**config.mk**
```make
export PLATFORM = sky130hd
export DESIGN_NAME = quad_roll_mixer_pwm
export DESIGN_NICKNAME = d
export VERILOG_FILES = /design/src/qrm_pkg.sv /design/src/qrm_mul.sv /design/src/qrm_div.sv /design/src/qrm_pwm.sv /design/src/quad_roll_mixer_pwm.sv
export SDC_FILE = /design/constraint.sdc
export NUM_CORES = 2
export LEC_CHECK = 0
export BUFFER_PORTS_ARGS = -buffer_cell sky130_fd_sc_hd__buf_2
export CAP_MARGIN = 20
export CELL_PAD_IN_SITES_DETAIL_PLACEMENT = 0
export CELL_PAD_IN_SITES_GLOBAL_PLACEMENT = 1
export CORE_ASPECT_RATIO = 0.75
export CORE_MARGIN = 4
export CORE_UTILIZATION = 51
export CTS_CLUSTER_DIAMETER = 40
export DETAILED_ROUTE_END_ITERATION = 8
export MAX_ROUTING_LAYER = met4
export PLACE_DENSITY = 0.89
export SLEW_MARGIN = 20
export SYNTH_ARGS = -nofsm -noshare
export SYNTH_HDL_FRONTEND = slang
export SYNTH_SLANG_ARGS = --single-unit
export TNS_END_PERCENT = 20
```
**constraint.sdc**
```tcl
create_clock -name clk -period 13.5 [get_ports clk]
set_input_delay 0.675 -clock clk [delete_from_list [all_inputs] [get_ports clk]]
set_output_delay 0.675 -clock clk [all_outputs]
set_load 0.05 [all_outputs]
```
**src/qrm_pkg.sv**
```systemverilog
`timescale 1ns / 1ps
// ============================================================================
// Quad roll mixer package
// Shared widths, constants, register indexes and codes for the roll mixer.
// ============================================================================
package qrm_pkg;

	localparam int MOTOR_COUNT = 4;
	localparam int DUTY_W      = 7;
	localparam int PWM_TOP_DEF = 100;
	localparam int DUTY_RESET  = 80;
	localparam int DUTY_MAX    = 100;
	localparam int PCT_SCALE   = 100;
	localparam int BANG_FORCE  = 10;
	localparam int SCALE_SHIFT = 14;
	localparam int PROP_SHIFT  = 13;

	// Motor order inside the duty vector.
	localparam int POS_BACK_LEFT   = 0;
	localparam int POS_FRONT_LEFT  = 1;
	localparam int POS_FRONT_RIGHT = 2;
	localparam int POS_BACK_RIGHT  = 3;

	// Shared multiplier operands and product.
	localparam int MUL_A_W = 29;
	localparam int MUL_B_W = 24;
	localparam int MUL_P_W = MUL_A_W + MUL_B_W;

	// Divider: numerator stays at or below 100 * (65535 << 14).
	localparam int QUO_W = 7;
	localparam int DEN_W = 30;
	localparam int NUM_W = 38;

	// Configuration port.
	localparam int APB_AW = 4;
	localparam int APB_DW = 32;

	localparam logic [15:0] MAX_THRUST_RST  = 16'd1088;
	localparam logic [15:0] WEIGHT_RST      = 16'd992;
	localparam logic [15:0] SCALE_RST       = 16'd4096;
	localparam logic [11:0] LIFT_RST        = 12'd0;

	typedef enum logic [1:0] {
		REG_MAX_THRUST = 2'd0,
		REG_WEIGHT     = 2'd1,
		REG_SCALE      = 2'd2,
		REG_LIFT       = 2'd3
	} reg_idx_t;

	typedef enum logic [1:0] {
		LAW_BANG     = 2'd0,
		LAW_PROP     = 2'd1,
		LAW_PROP_DEF = 2'd2,
		LAW_PROP_ALT = 2'd3
	} law_t;

	typedef enum logic [1:0] {
		CLIP_NONE = 2'd0,
		CLIP_HIGH = 2'd1,
		CLIP_LOW  = 2'd2
	} clip_t;

	typedef logic [MOTOR_COUNT-1:0][DUTY_W-1:0] duty_vec_t;

endpackage

```
**src/qrm_mul.sv**
```systemverilog
`timescale 1ns / 1ps
// ============================================================================
// Quad roll mixer shared multiplier
// One signed multiplier with a registered product, reused by the sequencer.
// ============================================================================
module qrm_mul import qrm_pkg::*; (
	input  logic                      clk,
	input  logic signed [MUL_A_W-1:0] op_a,
	input  logic signed [MUL_B_W-1:0] op_b,
	output logic signed [MUL_P_W-1:0] prod
);

	logic signed [MUL_P_W-1:0] prod_q;

	always_ff @(posedge clk) begin
		prod_q <= MUL_P_W'(op_a) * MUL_P_W'(op_b);
	end

	assign prod = prod_q;

endmodule

```
**src/qrm_div.sv**
```systemverilog
`timescale 1ns / 1ps
// ============================================================================
// Quad roll mixer divider
// Restoring divider, one quotient bit per cycle, for quotients below 128.
// ============================================================================
module qrm_div import qrm_pkg::*; (
	input  logic             clk,
	input  logic             arst_n,
	input  logic             start,
	input  logic [NUM_W-1:0] num,
	input  logic [DEN_W-1:0] den,
	output logic             done,
	output logic [QUO_W-1:0] quo
);

	localparam int SH_W  = DEN_W + QUO_W - 1;
	localparam int CNT_W = $clog2(QUO_W);

	logic [NUM_W-1:0] rem_q;
	logic [SH_W-1:0]  den_q;
	logic [QUO_W-1:0] quo_q;
	logic [CNT_W-1:0] cnt_q;
	logic             busy_q;
	logic             done_q;
	logic [NUM_W-1:0] den_ext;
	logic             fits;

	assign den_ext = NUM_W'(den_q);
	assign fits    = rem_q >= den_ext;

	always_ff @(posedge clk or negedge arst_n) begin
		if (!arst_n) begin
			busy_q <= 1'b0;
			done_q <= 1'b0;
			cnt_q  <= '0;
		end else begin
			done_q <= 1'b0;
			if (start) begin
				busy_q <= 1'b1;
				cnt_q  <= '0;
			end else if (busy_q) begin
				cnt_q <= cnt_q + 1'b1;
				if (cnt_q == CNT_W'(QUO_W - 1)) begin
					busy_q <= 1'b0;
					done_q <= 1'b1;
				end
			end
		end
	end

	always_ff @(posedge clk) begin
		if (start) begin
			rem_q <= num;
			den_q <= {den, {(QUO_W-1){1'b0}}};
			quo_q <= '0;
		end else if (busy_q) begin
			if (fits) begin
				rem_q <= rem_q - den_ext;
			end
			quo_q <= {quo_q[QUO_W-2:0], fits};
			den_q <= den_q >> 1;
		end
	end

	assign done = done_q;
	assign quo  = quo_q;

endmodule

```
**src/qrm_pwm.sv**
```systemverilog
`timescale 1ns / 1ps
// ============================================================================
// Quad roll mixer PWM phase
// Shared phase counter and the four pin compares of the software PWM.
// ============================================================================
module qrm_pwm import qrm_pkg::*; #(
	parameter int PWM_TOP = PWM_TOP_DEF
) (
	input  logic                   clk,
	input  logic                   arst_n,
	input  logic                   step,
	input  duty_vec_t              duty,
	output logic [MOTOR_COUNT-1:0] pins
);

	localparam int PW = $clog2(PWM_TOP + 1);
	localparam int CW = (PW > DUTY_W) ? PW : DUTY_W;

	logic [PW-1:0] phase_q;

	always_ff @(posedge clk or negedge arst_n) begin
		if (!arst_n) begin
			phase_q <= '0;
		end else if (step) begin
			if (phase_q == PW'(PWM_TOP)) begin
				phase_q <= '0;
			end else begin
				phase_q <= phase_q + 1'b1;
			end
		end
	end

	// A pin is high unless the phase has passed its duty.
	always_comb begin
		for (int i = 0; i < MOTOR_COUNT; i++) begin
			pins[i] = !(CW'(phase_q) > CW'(duty[i]));
		end
	end

endmodule

```
**src/quad_roll_mixer_pwm.sv**
```systemverilog
`timescale 1ns / 1ps
// ============================================================================
// Quad roll mixer with software PWM
// Roll mixer for a quadrotor: turns a roll command into four motor duties
// and drives four software PWM pins from a shared phase counter.
// ============================================================================
//
//  Channel   Direction  Transfer condition      Content
//  s_*       in         s_tvalid & s_tready     tick or roll command
//  m_*       out        m_tvalid & m_tready     pins, duties, clip flags
//  APB       in/out     psel & penable & pwrite four mixer registers
//
// A tick passes through ST_TICK and ST_DONE until s_tready is high again.
// A command makes five passes through the one shared multiplier, the last
// two of them one for each side of the vehicle, and each side then gets a
// range check and a divide in the restoring divider (seven quotient bits,
// then the quotient is taken). A clamped side skips its divide.
// The block takes one item at a time and holds s_tready low from the
// transfer until its result is loaded into the output register, which waits
// there for m_tready. Reset clears the phase counter and sets every duty to
// 80 percent; no clearing pass is needed.
//
module quad_roll_mixer_pwm import qrm_pkg::*; #(
	parameter int PWM_TOP = PWM_TOP_DEF
) (
	input  logic              clk,
	input  logic              arst_n,
	// Input stream.
	input  logic              s_tvalid,
	output logic              s_tready,
	// tdata: target_roll [14:0], measured_roll [29:15], control_law [31:30]
	input  logic [31:0]       s_tdata,
	// tuser: mode (0 tick, 1 command)
	input  logic              s_tuser,
	// Result stream.
	output logic              m_tvalid,
	input  logic              m_tready,
	// tdata: pin_back_left, pin_front_left, pin_front_right, pin_back_right,
	// duty_back_left, duty_front_left, duty_front_right, duty_back_right,
	// clip_back_left, clip_front_left, clip_front_right, clip_back_right
	output logic [39:0]       m_tdata,
	// Configuration port.
	input  logic              psel,
	input  logic              penable,
	input  logic              pwrite,
	input  logic [APB_AW-1:0] paddr,
	input  logic [APB_DW-1:0] pwdata,
	output logic [APB_DW-1:0] prdata,
	output logic              pready
);

	localparam int Q_W = 21;
	localparam int F_W = Q_W + 1;
	localparam logic signed [Q_W-1:0] BANG_Q = Q_W'(BANG_FORCE / 4);

	typedef enum logic [8:0] {
		ST_IDLE  = 9'b000000001,
		ST_TICK  = 9'b000000010,
		ST_ERR   = 9'b000000100,
		ST_TS    = 9'b000001000,
		ST_MT    = 9'b000010000,
		ST_MULA  = 9'b000100000,
		ST_CLASS = 9'b001000000,
		ST_DIV   = 9'b010000000,
		ST_DONE  = 9'b100000000
	} state_t;

	state_t state_q;

	// Configuration registers.
	logic [15:0] max_thrust_q;
	logic [15:0] weight_q;
	logic [15:0] scale_q;
	logic [11:0] lift_q;
	reg_idx_t    reg_idx;

	assign pready  = 1'b1;
	assign reg_idx = reg_idx_t'(paddr[3:2]);

	always_ff @(posedge clk or negedge arst_n) begin
		if (!arst_n) begin
			max_thrust_q <= MAX_THRUST_RST;
			weight_q     <= WEIGHT_RST;
			scale_q      <= SCALE_RST;
			lift_q       <= LIFT_RST;
		end else if (psel && penable && pwrite && pready) begin
			unique case (reg_idx)
				REG_MAX_THRUST: max_thrust_q <= pwdata[15:0];
				REG_WEIGHT:     weight_q     <= pwdata[15:0];
				REG_SCALE:      scale_q      <= pwdata[15:0];
				REG_LIFT:       lift_q       <= pwdata[11:0];
				default:        ;
			endcase
		end
	end

	always_comb begin
		unique case (reg_idx)
			REG_MAX_THRUST: prdata = APB_DW'(max_thrust_q);
			REG_WEIGHT:     prdata = APB_DW'(weight_q);
			REG_SCALE:      prdata = APB_DW'(scale_q);
			REG_LIFT:       prdata = APB_DW'(lift_q);
			default:        prdata = '0;
		endcase
	end

	// Item fields held for the whole command.
	logic [14:0] tgt_q;
	logic [14:0] meas_q;
	law_t        law_q;
	logic        cmd_q;

	// Intermediate results of the command sequence.
	logic signed [Q_W-1:0]     q_q;
	logic signed [MUL_A_W-1:0] ap_q;
	logic signed [MUL_A_W-1:0] am_q;
	logic [22:0]               ts100_q;
	logic [22:0]               d100_q;
	logic                      side_q;
	logic [DUTY_W-1:0]         duty_p_q;
	logic [DUTY_W-1:0]         duty_m_q;
	clip_t                     clip_p_q;
	clip_t                     clip_m_q;
	logic [MOTOR_COUNT-1:0]    pins_q;
	duty_vec_t                 duty_q;

	// Output register.
	logic        out_valid_q;
	logic [39:0] out_data_q;

	// Roll error and thrust margin.
	logic signed [15:0] err;
	logic signed [16:0] margin;
	logic [15:0]        thrust_eff;

	assign err        = $signed({tgt_q[14], tgt_q}) - $signed({meas_q[14], meas_q});
	assign margin     = $signed({1'b0, max_thrust_q}) - $signed({1'b0, weight_q});
	assign thrust_eff = (max_thrust_q == 16'd0) ? 16'd1 : max_thrust_q;

	// Shared multiplier operand select.
	logic signed [MUL_A_W-1:0] mul_a;
	logic signed [MUL_B_W-1:0] mul_b;
	logic signed [MUL_P_W-1:0] prod;

	always_comb begin
		mul_a = '0;
		mul_b = '0;
		unique case (state_q)
			ST_ERR: begin
				mul_a = MUL_A_W'(err);
				mul_b = MUL_B_W'(margin);
			end
			ST_TS: begin
				mul_a = MUL_A_W'(scale_q);
				mul_b = MUL_B_W'(PCT_SCALE);
			end
			ST_MT: begin
				mul_a = MUL_A_W'(thrust_eff);
				mul_b = MUL_B_W'(PCT_SCALE);
			end
			ST_MULA: begin
				mul_a = side_q ? am_q : ap_q;
				mul_b = $signed({1'b0, ts100_q});
			end
			default: ;
		endcase
	end

	qrm_mul u_mul (
		.clk  (clk),
		.op_a (mul_a),
		.op_b (mul_b),
		.prod (prod)
	);

	// Proportional force quartered: the product over 8192, toward zero.
	logic signed [MUL_P_W-1:0] prod_bias;
	logic signed [Q_W-1:0]     q_prop;

	assign prod_bias = prod + (prod[MUL_P_W-1] ? MUL_P_W'((1 << PROP_SHIFT) - 1) : '0);
	assign q_prop    = prod_bias[PROP_SHIFT+Q_W-1:PROP_SHIFT];

	// Motor forces in whole grams, then 64*F + weight in 1/64 gram.
	logic signed [F_W-1:0] force_p;
	logic signed [F_W-1:0] force_m;
	logic signed [F_W-1:0] lift_ext;

	assign lift_ext = F_W'($signed(lift_q));
	assign force_p  = lift_ext + F_W'(q_q);
	assign force_m  = lift_ext - F_W'(q_q);

	// Range check on n = (64F + weight) * scale * 100 against 100 * d.
	logic [MUL_P_W-1:0] d100_full;
	logic               n_neg;
	logic               n_high;

	assign d100_full = MUL_P_W'({d100_q, {SCALE_SHIFT{1'b0}}});
	assign n_neg     = prod[MUL_P_W-1];
	assign n_high    = $unsigned(prod) > d100_full;

	// Divider.
	logic             div_start;
	logic             div_done;
	logic [QUO_W-1:0] div_quo;

	assign div_start = (state_q == ST_CLASS) && !n_neg && !n_high;

	qrm_div u_div (
		.clk    (clk),
		.arst_n (arst_n),
		.start  (div_start),
		.num    (prod[NUM_W-1:0]),
		.den    ({thrust_eff, {SCALE_SHIFT{1'b0}}}),
		.done   (div_done),
		.quo    (div_quo)
	);

	// PWM phase and pin compare.
	logic                   pwm_step;
	logic [MOTOR_COUNT-1:0] pwm_pins;

	assign pwm_step = (state_q == ST_TICK);

	qrm_pwm #(
		.PWM_TOP (PWM_TOP)
	) u_pwm (
		.clk    (clk),
		.arst_n (arst_n),
		.step   (pwm_step),
		.duty   (duty_q),
		.pins   (pwm_pins)
	);

	// Result of one side, either from the range check or from the divider.
	logic              side_rec;
	logic [DUTY_W-1:0] side_duty;
	clip_t             side_clip;

	always_comb begin
		side_rec  = 1'b0;
		side_duty = '0;
		side_clip = CLIP_NONE;
		if (state_q == ST_CLASS) begin
			if (n_neg) begin
				side_rec  = 1'b1;
				side_clip = CLIP_LOW;
			end else if (n_high) begin
				side_rec  = 1'b1;
				side_duty = DUTY_W'(DUTY_MAX);
				side_clip = CLIP_HIGH;
			end
		end else if (state_q == ST_DIV && div_done) begin
			side_rec  = 1'b1;
			side_duty = div_quo;
		end
	end

	// Next duties and the packed result.
	duty_vec_t   duty_next;
	logic [39:0] result;
	logic        out_free;

	assign out_free = !out_valid_q || m_tready;

	always_comb begin
		duty_next = duty_q;
		if (cmd_q) begin
			duty_next[POS_BACK_LEFT]   = duty_p_q;
			duty_next[POS_FRONT_LEFT]  = duty_p_q;
			duty_next[POS_FRONT_RIGHT] = duty_m_q;
			duty_next[POS_BACK_RIGHT]  = duty_m_q;
		end
		result[3:0]   = cmd_q ? 4'b0000 : pins_q;
		result[10:4]  = duty_next[POS_BACK_LEFT];
		result[17:11] = duty_next[POS_FRONT_LEFT];
		result[24:18] = duty_next[POS_FRONT_RIGHT];
		result[31:25] = duty_next[POS_BACK_RIGHT];
		result[33:32] = cmd_q ? clip_p_q : CLIP_NONE;
		result[35:34] = cmd_q ? clip_p_q : CLIP_NONE;
		result[37:36] = cmd_q ? clip_m_q : CLIP_NONE;
		result[39:38] = cmd_q ? clip_m_q : CLIP_NONE;
	end

	// Sequencer.
	always_ff @(posedge clk or negedge arst_n) begin
		if (!arst_n) begin
			state_q     <= ST_IDLE;
			out_valid_q <= 1'b0;
			side_q      <= 1'b0;
			cmd_q       <= 1'b0;
			for (int i = 0; i < MOTOR_COUNT; i++) begin
				duty_q[i] <= DUTY_W'(DUTY_RESET);
			end
		end else begin
			if (state_q == ST_DONE && out_free) begin
				out_valid_q <= 1'b1;
			end else if (m_tready) begin
				out_valid_q <= 1'b0;
			end
			unique case (state_q)
				ST_IDLE: begin
					if (s_tvalid) begin
						cmd_q   <= s_tuser;
						side_q  <= 1'b0;
						state_q <= s_tuser ? ST_ERR : ST_TICK;
					end
				end
				ST_TICK:  state_q <= ST_DONE;
				ST_ERR:   state_q <= ST_TS;
				ST_TS:    state_q <= ST_MT;
				ST_MT:    state_q <= ST_MULA;
				ST_MULA:  state_q <= ST_CLASS;
				ST_CLASS, ST_DIV: begin
					if (state_q == ST_CLASS && div_start) begin
						state_q <= ST_DIV;
					end else if (side_rec) begin
						side_q  <= 1'b1;
						state_q <= side_q ? ST_DONE : ST_MULA;
					end
				end
				ST_DONE: begin
					if (out_free) begin
						duty_q  <= duty_next;
						state_q <= ST_IDLE;
					end
				end
				default: state_q <= ST_IDLE;
			endcase
		end
	end

	// Datapath registers.
	always_ff @(posedge clk) begin
		if (state_q == ST_IDLE && s_tvalid) begin
			tgt_q  <= s_tdata[14:0];
			meas_q <= s_tdata[29:15];
			law_q  <= law_t'(s_tdata[31:30]);
		end
		if (state_q == ST_TICK) begin
			pins_q <= pwm_pins;
		end
		if (state_q == ST_TS) begin
			if (law_q == LAW_BANG) begin
				q_q <= (err > 16'sd0) ? BANG_Q : -BANG_Q;
			end else begin
				q_q <= q_prop;
			end
		end
		if (state_q == ST_MT) begin
			ap_q    <= {force_p[F_W-1], force_p, 6'b000000} + MUL_A_W'(weight_q);
			am_q    <= {force_m[F_W-1], force_m, 6'b000000} + MUL_A_W'(weight_q);
			ts100_q <= prod[22:0];
		end
		if (state_q == ST_MULA && !side_q) begin
			d100_q <= prod[22:0];
		end
		if (side_rec) begin
			if (side_q) begin
				duty_m_q <= side_duty;
				clip_m_q <= side_clip;
			end else begin
				duty_p_q <= side_duty;
				clip_p_q <= side_clip;
			end
		end
		if (state_q == ST_DONE && out_free) begin
			out_data_q <= result;
		end
	end

	assign s_tready = (state_q == ST_IDLE);
	assign m_tvalid = out_valid_q;
	assign m_tdata  = out_data_q;

endmodule

```
Word-level counts from Yosys, hierarchy flattened
Index checks and enable logic that the tools add are counted.
- flip-flop bits (word level): 465
- bits in read-only memories: 0
- latch bits: 0
- word-level logic and storage cells: 161
- memories: 0
- output and inout bits: 75
- bits in writable memories: 0
- multipliers: 1
- bitwise logic cells: 1
- $lt $le $gt $ge: 7
- div/mod/pow operators: 0
- shift-type cells: 0
- add/sub/neg operators: 10
- reductions and logical operators: 38
- equal/unequal tests: 19
- muxes and demuxes: 49
- operators with widths (kind ; number):
    $pmux W32 S4 ; 1
    $pmux W29 S4 ; 1
    $mux W38 ; 3
    $mux W36 ; 2
    $pmux W24 S3 ; 1
    $pmux W9 S8 ; 1
    $add A28 B17 Y29 ; 2
    $gt A53 B37 Y1 ; 1
    $mul A29 B24 Y53 ; 1
    $mux W9 ; 5
    $mux W21 ; 2
    $ge A38 B36 Y1 ; 1
    $sub A38 B36 Y38 ; 1
    $mux W7 ; 5
    $add A34 B13 Y34 ; 1
    $mux W29 ; 1
    $gt A7 B7 Y1 ; 4
    $mux W28 ; 1
    $add A12 B21 Y22 ; 1
    $sub A12 B21 Y22 ; 1
    $reduce_and A2 Y1 ; 9
    $sub A16 B16 Y17 ; 1
    $gt A16 B1 Y1 const B ; 1
    $logic_not A16 Y1 ; 1
    33 further kinds ; 77

Depth between registers and ports, before layout
- depth in word-level cells: 7
- depth in mapped cells: 42
- gate-level depth less buffers: 39

Hierarchy
A second synthesis with hierarchy kept.
- cells, all modules: 5405
- area total of the unflattened synthesis: 52033.7 sq um
- by module, submodules not included (module ; area an instance (sq um) ; instances ; cells an instance):
    qrm_mul ; 26095.0 ; 1 ; 2800
    quad_roll_mixer_pwm ; 18700.4 ; 1 ; 1768
    qrm_div ; 6195.9 ; 1 ; 704
    qrm_pwm ; 1042.2 ; 1 ; 133

Worst setup path after synthesis
No wires, ideal clock.
- path kind: reg2reg
- start: register state_q[8]
- end: register u_mul.prod_q[52] (netlist: u_mul.prod[52])
- stages on the path, launching flop included: 34
- clock period less this slack: 11.156 ns
- setup time: 0.072 ns
- arrival: 11.084 ns
- required time: 13.428 ns
- slack: 2.344 ns
- buffers on the path: 3
- cells stage by stage: dfrtp_1 > nor4_1 > nor2b_1 > and4b_1 > clkbuf_1 > clkbuf_1 > a221oi_1 > o21ai_1 > clkbuf_1 > nand2_1 > fa_1 > inv_1 > fa_1 > inv_1 > fa_1 > fa_1 > fa_1 > inv_1 > fa_1 > inv_1 > fa_1 > inv_1 > ha_1 > a21oi_1 > a21boi_1 > o41a_1 > o211ai_1 > nand3b_1 > o21a_1 > a22o_1 > a32o_1 > a221o_1 > a21oi_1 > xnor2_1
- longest elaborated chain between the ends: 4
- elaborated cells between the ends (all ways): 8
- RTL lines (what ; line ; RTL):
    start: declaration ; quad_roll_mixer_pwm.sv:68 ; state_t state_q;
    start signal: assignment ; quad_roll_mixer_pwm.sv:305 ; state_q <= s_tuser ? ST_ERR : ST_TICK;
    start signal: assignment ; quad_roll_mixer_pwm.sv:318 ; state_q <= side_q ? ST_DONE : ST_MULA;
    $eq A9 B4 Y1 / $eq A9 B5 Y1 (equally long branches) ; quad_roll_mixer_pwm.sv:148 ; unique case (state_q)
    $reduce_or A2 Y1 (no line) ; - ;
    $pmux W24 S3 ; quad_roll_mixer_pwm.sv:148 ;
    $mul A29 B24 Y53 (*) ; qrm_mul.sv:16 ; prod_q <= MUL_P_W'(op_a) * MUL_P_W'(op_b);
    end signal: assignment ; qrm_mul.sv:16 ;
    end: declaration ; qrm_mul.sv:13 ; logic signed [MUL_P_W-1:0] prod_q;
Every way passes the cells marked *; elsewhere a longest branch is shown, timed or not.
A chain may end at the register's enable or synchronous reset.

Final worst setup path
- start: register max_thrust_q[2]
- end: register u_mul.prod_q[52] (netlist: u_mul.prod[52])
- longest elaborated chain between the ends: 4
- elaborated cells between the ends (all ways): 6
- RTL lines (what ; line ; RTL):
    start: declaration ; quad_roll_mixer_pwm.sv:71 ; logic [15:0] max_thrust_q;
    start signal: assignment ; quad_roll_mixer_pwm.sv:88 ; REG_MAX_THRUST: max_thrust_q <= pwdata[15:0];
    branches (longest 3 deep; another with $sub A16 B16 Y17) ; - ;
    $mul A29 B24 Y53 (*) ; qrm_mul.sv:16 ;
Mark *: on every way between the ends.

==> metrics <==
CTS Buf Count 73; root buf cell clkbuf_16; post-CTS setup buffer count 0; global-route wire length before repair 230600 µm; Post-DP HPWL 117100 µm; worst-path fanout max 23; crit share post-route 0.8712; CTS tree done; Seq pwr share 0.321; die area 103300 µm²; die width 369.8 µm; worst r2r path cells 36; Mapped Cells 5214; Crit Path Category flop to flop; nets 6450; vias in the first global route 37990; largest net degree at the start of global routing 90; fraction of registers with async set/reset 0.2462; DR WL/cell 22.17 µm; fin worst setup slack 1.739 ns; r2r setup slk 1.74 ns; Yosys warning count 0; FF-to-FF Start max_thrust_q[2]; setup TNS 0 ns; top_reg_cell synth edfxtp_1; Starting DRT DRC Count 3662; Cell Area, Synth 50080 µm²; Power Total 5.600 mW; combinational power share 0.343; crit path buf inv count 5; pre-CTS setup slack 2.047 ns; pwr/cell area 102.3 nW/µm²; fin crit period 11.76 ns; die height 279.4 µm; arrival time worst endpoint 12.30 ns; Sw Share 0.3767; first drt pass iteration count 6; worst-margin pin slew 1.163 ns; hold buffers post-CTS 0; max-cap check violation count 0; clock skew 0.03796 ns; WL final 148100 µm; synth-to-layout area growth 9.341%; Port-buffer cells 115; clk_lat worst skew 0.62 ns; total clock sinks 455; top cells by area, synth fa_1 (29%), edfxtp_1 (16%), ha_1 (8.5%); most frequent cells after synthesis inv_1 (979), fa_1 (724), nand2_1 (608); Routed Antenna Nets 0; initial core utilization 0.5144; internal power 3.491 mW; clock network fraction of total power 0.336; Worst setup EP type flop; Hold Path Class primary input to async pin; layout cells sized above 1 0.09780; post-synthesis sequential area ratio 0.2461; post-CTS sizing 0; largest delay contributor family on the critical path adder cells; detailed-route via count 37800; most common cell in the synthesized netlist inv_1; Net Sw Power 2.109 mW; Slew HR 0.2248; # diodes 0; drt drc 0; final hold vios 0; outcome complete, no violations; H-tree levels 3; RSZ-0062 raised after global routing no; Max stage delay cell, worst path and2_1; via/cell ratio 5.658; IO Count 151; Post-synth EDFFs 263; Worst-path clk slew 0.06 ns; reg-to-reg critical path endpoint u_mul.prod[52]; worst endpoint required time 14.04 ns; post-route insts no fill 6681; crit path launch type flop; antenna violations before repair 3; overall fraction of global-route tracks in use 0.3023; largest area contributor in the netlist fa_1; grt ovf 0; Crit path top cell by count fa_1; synthesized area per cell 9.605 µm²; Core Region 97360 µm²; Placer Congestion 1.018; peak supply drop 0.09177 mV; maximum clock path buffer count 3; Synth Register Bits 455; Cells after DPL 6544; number of setup violations in the final report 0; Lkg Pwr 25.27 nW; Synth top area share 0.2894; num rows 99; max incr delay on CP 0.73 ns; Max Fclk 85.03 MHz; Slew Viols, Final 0; Synth cell types 100
-- metrics by stage --
step / hold slack, ns / cell area [µm²] / utilization
CTS: 0.02864 / 54710 / 0.5619
finish: 0.03893 / 54760 / 0.5624
detailed placement: 0.4906 / 52240 / 0.5366
floorplan: 0.3794 / 50140 / -
global placement: 0.4757 / 52210 / 0.5363
global route: 0.07221 / 54760 / 0.5624
-- power groups by stage --
stage / logic (mW) / clock network (mW) / registers (mW)
2_1_floorplan: 1.32 / 0 / 1.75
3_3_place_gp: 1.84 / 0 / 1.82
3_5_place_dp: 1.87 / 0 / 1.82
4_1_cts: 1.89 / 1.91 / 1.79
5_1_grt: 2.09 / 1.98 / 1.81
6_report: 1.92 / 1.88 / 1.80
-- layer usage --
layer | wire, µm | up-vias | GRT usage
met5 | 0 | - | -
met4 | 3386 | 0 | 0.06347
li1 | - | 16820 | -
met3 | 19250 | 217 | 0.09163
met2 | 61740 | 1827 | 0.4209
met1 | 63730 | 18930 | 0.4377
-- state kept, by name, summed over array words and instances (netlist names), 23 cells and up --
name and cells:
m_tdata 36, u_div.rem_q 38, u_div.den_q 36, ts100_q 23
duty_q 28, d100_q 23, am_q 23, ap_q 29
u_mul.prod 53
-- how the worst max path moves through the flow --
stage / from / to / slack, ns / cells past startpoint
after detailed placement: max_thrust_q[0] / u_mul.prod[52] / 2.05 / 38
after global placement: max_thrust_q[2] / u_mul.prod[49] / 2.13 / 38
after floorplan: state_q[8] / u_mul.prod[52] / 2.34 / 33
final: max_thrust_q[2] / u_mul.prod[52] / 1.74 / 36
after global routing: max_thrust_q[0] / u_mul.prod[49] / 1.10 / 40
after CTS: max_thrust_q[0] / u_mul.prod[52] / 2.01 / 38
-- layout by cell type, fill, tap and decap left out, types with 94 or more instances in the layout --
master	n
inv_1	979
fa_1	724
nand2_1	608
nor2_1	482
ha_1	341
edfxtp_1	263
o21ai_0	185
a21oi_1	172
xnor2_1	144
buf_2	116
dfrtp_1	94
-- cells by family (layout without fill, tap and decap cells) --
| kind of cell | Yosys count | after routing | synth area share |
|---|---|---|---|
| flip-flops | 455 | 455 | 0.2461 |
| XOR/XNOR | 207 | 207 | 0.03635 |
| adder cells (fa/ha/maj) | 1065 | 1065 | 0.3746 |
| AO/OA/AOI/OAI | 726 | 726 | 0.09246 |
| other | 2 | 17 | 0.0001500 |
| AND/OR/NAND/NOR | 1415 | 1415 | 0.1222 |
| buffers and inverters | 1190 | 1329 | 0.09224 |
| multiplexers | 154 | 154 | 0.03595 |
-- cell type report --
cell class / instances / area [µm²]
Fill cell: 8463 / 42600
Clock inverter: 47 / 514.2
Timing Repair Buffer: 211 / 1318
Sequential cell: 455 / 12320
Multi-Input combinational cell: 3584 / 33320
Clock buffer: 87 / 1952
Tap cell: 1313 / 1643
Inverter: 984 / 3694
Note: power is estimated with default switching activity, not from simulation.
